==> src/rtl/core/tile_majority_class_vote_unit_assert.svh <==
// Assertion macros for the tile majority class vote unit.
`ifndef TILE_MAJORITY_CLASS_VOTE_UNIT_ASSERT_SVH
`define TILE_MAJORITY_CLASS_VOTE_UNIT_ASSERT_SVH

`ifndef ASSERT_OFF
// The consequent must hold in the same cycle as the antecedent.
`define TMCV_ASSERT_SAME(lbl, clk, rst, ante, cons, msg) \
   lbl: assert property (@(posedge clk) disable iff (rst) (ante) |-> (cons)) \
      else $error(msg);
// The consequent must hold in the cycle after the antecedent.
`define TMCV_ASSERT_NEXT(lbl, clk, rst, ante, cons, msg) \
   lbl: assert property (@(posedge clk) disable iff (rst) (ante) |=> (cons)) \
      else $error(msg);
`else
`define TMCV_ASSERT_SAME(lbl, clk, rst, ante, cons, msg)
`define TMCV_ASSERT_NEXT(lbl, clk, rst, ante, cons, msg)
`endif

`endif

==> src/rtl/core/tmcv_pkg.sv <==
// Shared types and constants of the tile majority class vote unit.
`default_nettype none

package tmcv_pkg;

   // Fixed field widths of the request, response and register words.
   localparam int COORD_W    = 12;
   localparam int CFG_W      = 10;
   localparam int CLASS_W    = 5;
   localparam int GRID_IDX_W = 4;
   localparam int COUNT_W    = 20;
   localparam int CSR_IDX_W  = 2;

   localparam logic [COUNT_W-1:0] COUNT_MAX = {COUNT_W{1'b1}};

   localparam logic [CFG_W-1:0] TILE_SIZE_RESET = CFG_W'(64);

   // Request operation codes.
   typedef enum logic [1:0] {
      OP_ACCUM = 2'd0,
      OP_QUERY = 2'd1,
      OP_CLEAR = 2'd2
   } opcode_type;

   // Register indexes of the configuration port.
   localparam logic [CSR_IDX_W-1:0] CSR_TILE_WIDTH  = CSR_IDX_W'(0);
   localparam logic [CSR_IDX_W-1:0] CSR_TILE_HEIGHT = CSR_IDX_W'(1);

   // Control sequencer states.
   typedef enum logic [3:0] {
      ST_CLEAR,
      ST_IDLE,
      ST_LOCATE,
      ST_BASE,
      ST_READ,
      ST_MODIFY,
      ST_SCAN,
      ST_DRAIN,
      ST_RESULT
   } state_type;

endpackage

`default_nettype wire

==> src/rtl/core/tmcv_tile_locator.sv <==
// Multi-cycle tile locator: divides pixel coordinates by the tile size.
`default_nettype none

module tmcv_tile_locator #(
   parameter int GRID_ROWS  = 9,
   parameter int GRID_COLS  = 9,
   parameter int COORD_BITS = 12,
   localparam int MaxGrid   = (GRID_ROWS > GRID_COLS) ? GRID_ROWS : GRID_COLS,
   localparam int QuotBits  = (MaxGrid > 1) ? $clog2(MaxGrid) : 1
) (
   input  wire logic                              clock,
   input  wire logic                              reset,
   input  wire logic                              start,
   input  wire logic [tmcv_pkg::COORD_W-1:0]      pixel_x,
   input  wire logic [tmcv_pkg::COORD_W-1:0]      pixel_y,
   input  wire logic [tmcv_pkg::CFG_W-1:0]        tile_width,
   input  wire logic [tmcv_pkg::CFG_W-1:0]        tile_height,
   output logic                                   done,
   output logic                                   hit,
   output logic [QuotBits-1:0]                    row,
   output logic [QuotBits-1:0]                    col
);

   localparam int CmpW  = (tmcv_pkg::CFG_W + QuotBits > tmcv_pkg::COORD_W) ?
                          tmcv_pkg::CFG_W + QuotBits : tmcv_pkg::COORD_W;
   localparam int StepW = (QuotBits > 1) ? $clog2(QuotBits) : 1;
   localparam logic [tmcv_pkg::COORD_W-1:0] CoordMask =
      (COORD_BITS >= tmcv_pkg::COORD_W) ? {tmcv_pkg::COORD_W{1'b1}} :
      tmcv_pkg::COORD_W'((1 << COORD_BITS) - 1);

   logic                busy_ff, busy_in;
   logic                done_ff, done_in;
   logic                drop_ff, drop_in;
   logic [StepW-1:0]    step_ff, step_in;
   logic [CmpW-1:0]     rem_x_ff, rem_x_in, rem_y_ff, rem_y_in;
   logic [CmpW-1:0]     div_x_ff, div_x_in, div_y_ff, div_y_in;
   logic [QuotBits-1:0] qx_ff, qx_in, qy_ff, qy_in;

   logic [CmpW-1:0]     x_ext, y_ext, w_ext, h_ext;
   logic                ge_x, ge_y;

   // Coordinates masked to the configured width, operands widened for compares.
   assign x_ext = CmpW'(pixel_x & CoordMask);
   assign y_ext = CmpW'(pixel_y & CoordMask);
   assign w_ext = CmpW'(tile_width);
   assign h_ext = CmpW'(tile_height);
   assign ge_x  = (rem_x_ff >= div_x_ff);
   assign ge_y  = (rem_y_ff >= div_y_ff);

   // One restoring quotient bit per cycle for both axes.
   always_comb begin
      busy_in  = busy_ff;
      done_in  = 1'b0;
      drop_in  = drop_ff;
      step_in  = step_ff;
      rem_x_in = rem_x_ff;
      rem_y_in = rem_y_ff;
      div_x_in = div_x_ff;
      div_y_in = div_y_ff;
      qx_in    = qx_ff;
      qy_in    = qy_ff;
      if (start) begin
         busy_in  = 1'b1;
         drop_in  = (tile_width == '0) || (tile_height == '0) ||
                    (x_ext >= (w_ext << QuotBits)) || (y_ext >= (h_ext << QuotBits));
         step_in  = StepW'(QuotBits - 1);
         rem_x_in = x_ext;
         rem_y_in = y_ext;
         div_x_in = w_ext << (QuotBits - 1);
         div_y_in = h_ext << (QuotBits - 1);
         qx_in    = '0;
         qy_in    = '0;
      end else if (busy_ff) begin
         rem_x_in = ge_x ? (rem_x_ff - div_x_ff) : rem_x_ff;
         rem_y_in = ge_y ? (rem_y_ff - div_y_ff) : rem_y_ff;
         div_x_in = div_x_ff >> 1;
         div_y_in = div_y_ff >> 1;
         qx_in    = QuotBits'({qx_ff, ge_x});
         qy_in    = QuotBits'({qy_ff, ge_y});
         step_in  = step_ff - StepW'(1);
         if (step_ff == '0) begin
            busy_in = 1'b0;
            done_in = 1'b1;
         end
      end
   end

   always_ff @(posedge clock) begin
      if (reset) begin
         busy_ff <= 1'b0;
         done_ff <= 1'b0;
         drop_ff <= 1'b1;
      end else begin
         busy_ff <= busy_in;
         done_ff <= done_in;
         drop_ff <= drop_in;
      end
      step_ff  <= step_in;
      rem_x_ff <= rem_x_in;
      rem_y_ff <= rem_y_in;
      div_x_ff <= div_x_in;
      div_y_ff <= div_y_in;
      qx_ff    <= qx_in;
      qy_ff    <= qy_in;
   end

   // The tile is on the grid when nothing dropped it and both indexes fit.
   assign done = done_ff;
   assign hit  = !drop_ff && (int'(qy_ff) < GRID_ROWS) && (int'(qx_ff) < GRID_COLS);
   assign row  = qy_ff;
   assign col  = qx_ff;

endmodule

`default_nettype wire

==> config.mk <==
export PLATFORM = sky130hd
export DESIGN_NAME = tmcv_tile_locator
export DESIGN_NICKNAME = d
export VERILOG_FILES = /design/src/rtl/core/tile_majority_class_vote_unit_assert.svh /design/src/rtl/core/tmcv_pkg.sv /design/src/rtl/core/tmcv_tile_locator.sv
export SDC_FILE = /design/constraint.sdc
export NUM_CORES = 1
export LEC_CHECK = 0
export ABC_CLOCK_PERIOD_IN_PS = 3700
export BUFFER_PORTS_ARGS = -buffer_cell sky130_fd_sc_hd__buf_2
export CAP_MARGIN = 0
export CORE_MARGIN = 8
export CORE_UTILIZATION = 59
export DETAILED_ROUTE_END_ITERATION = 12
export PLACE_DENSITY = 0.81
export SETUP_SLACK_MARGIN = 0.3
export SYNTH_ARGS = -nofsm -noshare
export SYNTH_HDL_FRONTEND = slang
export SYNTH_SLANG_ARGS = --single-unit
==> constraint.sdc <==
create_clock -name clock -period 3.7 [get_ports clock]
set_input_delay 0.185 -clock clock [delete_from_list [all_inputs] [get_ports clock]]
set_output_delay 0.185 -clock clock [all_outputs]
set_load 0.005 [all_outputs]
==> metrics.md <==
| Metric | Value |
|---|---|
| Switching power | `974 µW` |
| DP HPWL | `approximately 7700 µm` |
| Synth Area in Compound Gates | `0.205` |
| Fraction of layout cells with a size suffix above 1 | `0.169` |
| Initial Utilization | `0.608` |
| TritonCTS clock tree | `done` |
| WHS Path Cells | `2` |
| Hold buffers post-CTS | `0` |
| Diode count | `0` |
| Crit path time final | `roughly 3.1 ns` |
| Final Skew | `between 0.008 and 0.009 ns` |
| Utilization after layout | `0.687` |
| Worst Path Arrival | `just over 3 ns` |
| Via count | `~3.6k` |
| Final worst-path cycle share | `0.838` |
| Mapped cell area | `roughly 0.0044 mm²` |
| Worst setup SP type | `flop` |
| Final setup vio count | `0` |
| Largest net degree at the start of global routing | `slightly below 60` |
| Worst-path clk slew | `around 0.070 ns` |
| Hold Crit Class | `in2reg` |
| Die area | `0.0105 mm²` |
| # nets final | `roughly 600` |
| Main combinational cell family by area after synthesis | `compound AO/OA/AOI/OAI gates` |
| Clock root buffer | `clkbuf_8` |
| P_leak | `around 2.3 nW` |
| WL final | `roughly 10000 µm` |
| Max clock buf depth | `2` |
| Buffers added on ports | `56` |
| Number of synthesized flops with an enable pin | `44` |
| Status | `completed` |
| Async set or reset register ratio after synthesis | `0` |
| Synthesis Warnings | `0` |
| DR DRC count | `0` |
| Worst Tran Pin Value | `between 0.8 and 0.9 ns` |
| Worst vdd ir | `330 µV` |
| Routed vias/inst | `between 5 and 6` |
| Simple-Gate Fraction of Synth Area | `0.116` |
| Max FO, Critical Path | `12` |
| Resize count post-CTS | `0` |
| Mean Syn Cell Area | `slightly below 10 µm²` |
| Internal power | `~1.7 mW` |
| Synth Area in Adders | `0.131` |
| Mapped Cells | `between 400 and 500` |
| Die Y | `about 100 µm` |
| GRT overflow | `0` |
| Top-Level Pins | `57` |
| Antenna-violating nets left | `0` |
| Total track usage | `0.209` |
| Mux share of post-synthesis cell area | `0.0474` |
| Gpl congestion | `approximately 0.85` |
| Top_reg_cell synth | `edfxtp_1` |
| Commonest non-fill, non-tap cells in the layout | `inv_1, buf_2, edfxtp_1` |
| Core area | `0.00725 mm²` |
| Fill count | `about 550` |
| MaxCap Viol Count | `0` |
| Hold WS | `between 0.015 and 0.02 ns` |
| XOR/XNOR Fraction of Synth Area | `0.0357` |
| Worst slew margin | `0.396` |
| Drt wl/cell | `16.8 µm` |
| Pwr/cell area | `between 500 and 600 mW/mm²` |
| Pre-antenna DRT Iters | `5` |
| R2R cell count | `10` |
| Synth Register Bits | `67` |
| Fin. Hold Viols | `0` |
| Initial antenna violation count | `0` |
| RSZ-0062 raised after global routing | `no` |
| First-pass GRT wire length | `approximately 17000 µm` |
| Flop pwr share | `0.377` |
| Data required, critical path | `between 3 and 4 ns` |
| CP Class | `reg2reg` |
| Switching part of the total | `0.358` |
| Sequential element share of the synthesized area | `0.404` |
| Most common cell after layout, fill and taps aside | `inv_1` |
| H-tree depth | `3` |
| Worst skew pair latency | `0.35 ns` |
| Fmax achieved | `about 0.32 GHz` |
| Area grow syn2layout | `12.9%` |
| Syn nets | `between 500 and 600` |
| Row count | `31` |
| Die W | `102 µm` |
| Setup TNS | `0 ns` |
| Sink Count | `67` |
| Worst setup EP type | `flop` |
| 1st-iter DRT viols | `223` |
| Comb pwr share | `0.403` |
| Vias in the first global route | `approximately 3.7k` |
| Netlist cell types | `64` |
| CTS buffer count | `9` |
| Pins Over Slew Limit | `0` |
| Clock power share | `0.220` |
| Postcts setup bufs | `0` |
[registers in the layout, indices dropped and copies added (netlist names)]
name / cells
rem_x_ff: 14
div_x_ff: 13
done: 1
div_y_ff: 13
busy_ff: 1
rem_y_ff: 14
drop_ff: 1
step_ff: 2
col: 4
row: 4
[cell families after synthesis]
family	after synthesis
fa+ha+maj	45
xor+xnor	18
flops	67
buf+inv	72
compound gates	125
simple gates	102
mux	20
[stage by stage]
step	worst slack, ns	std cells	area [µm²]	power [mW]
floorplan	1.01	449	4410	1.86
global placement	0.784	593	4800	2.07
finish	0.601	609	4980	2.72
CTS	0.604	609	4980	2.72
detailed placement	0.644	593	4800	2.11
global route	0.402	609	4980	2.90
[cell type report]
| cell class | count | area (µm²) | share of cell area |
|---|---|---|---|
| Multi-Input combinational cell | 310 | 2360 | 0.473 |
| Sequential cell | 67 | 1780 | 0.358 |
| Timing Repair Buffer | 59 | 315 | 0.0633 |
| Inverter | 58 | 218 | 0.0437 |
| Clock buffer | 10 | 128 | 0.0256 |
| Tap cell | 99 | 124 | 0.0249 |
| Clock inverter | 6 | 56.3 | 0.0113 |
[worst paths after layout]
check	start	endpoint	slack (ns)
max	rem_y_ff[0]	rem_y_ff[3]	0.60
min	reset	busy_ff	0.02
max reg2reg	rem_y_ff[0]	rem_y_ff[3]	0.60
min reg2reg	rem_x_ff[12]	rem_x_ff[12]	0.51
[per-layer routing]
metal | share of wire | routed length [µm] | GRT usage | vias to the layer above
met4 | 0.018 | 183 | 0.0745 | 0
met2 | 0.47 | 4830 | 0.346 | 120
met5 | 0 | 0 | 0 | -
met1 | 0.45 | 4620 | 0.264 | 1687
met3 | 0.060 | 620 | 0.0395 | 14
li1 | - | - | - | 1741
[Yosys cell counts, types with 3 or more instances]
master	n	area (µm²)
nand3_1	3	15.0
dfxtp_1	23	460
and3_1	4	25.0
xnor2_1	9	78.8
and2_1	3	18.8
nor4_1	4	25.0
nand2b_1	9	56.3
o21bai_1	6	45.0
or3_1	4	25.0
nand4_1	3	18.8
nand2_1	28	105
a21o_1	8	60.1
o21ai_1	10	50.1
a211oi_1	4	30.0
xor2_1	9	78.8
ha_1	43	538
o21ai_0	17	85.1
clkbuf_1	11	41.3
nor2b_1	6	37.5
a22o_1	18	158
o21a_1	3	22.5
o31ai_1	5	37.5
nor2_1	27	101
mux2i_1	16	160
a21oi_1	26	130
edfxtp_1	44	1320
inv_1	58	218
nor3_1	3	15.0
[power by group through the flow]
stage / sequential [mW] / clock [mW] / combinational [mW]
after floorplan: 1.02 / 0 / 0.845
after global placement: 1.03 / 0 / 1.03
after detailed placement: 1.04 / 0 / 1.08
after CTS: 1.03 / 0.600 / 1.09
after global routing: 1.04 / 0.629 / 1.23
final: 1.02 / 0.599 / 1.10
[worst max-delay path, stage by stage (launching register included)]
cell and delay (ns):
edfxtp_1 0.37, inv_1 0.07, ha_1 0.17, inv_1 0.06, fa_1 0.44, a21o_1 0.22, a21oi_2 0.22, o21ai_2 0.11
or3_1 0.39, a41oi_2 0.28, nand2b_1 0.40
Power figures use the tool's default switching activity.
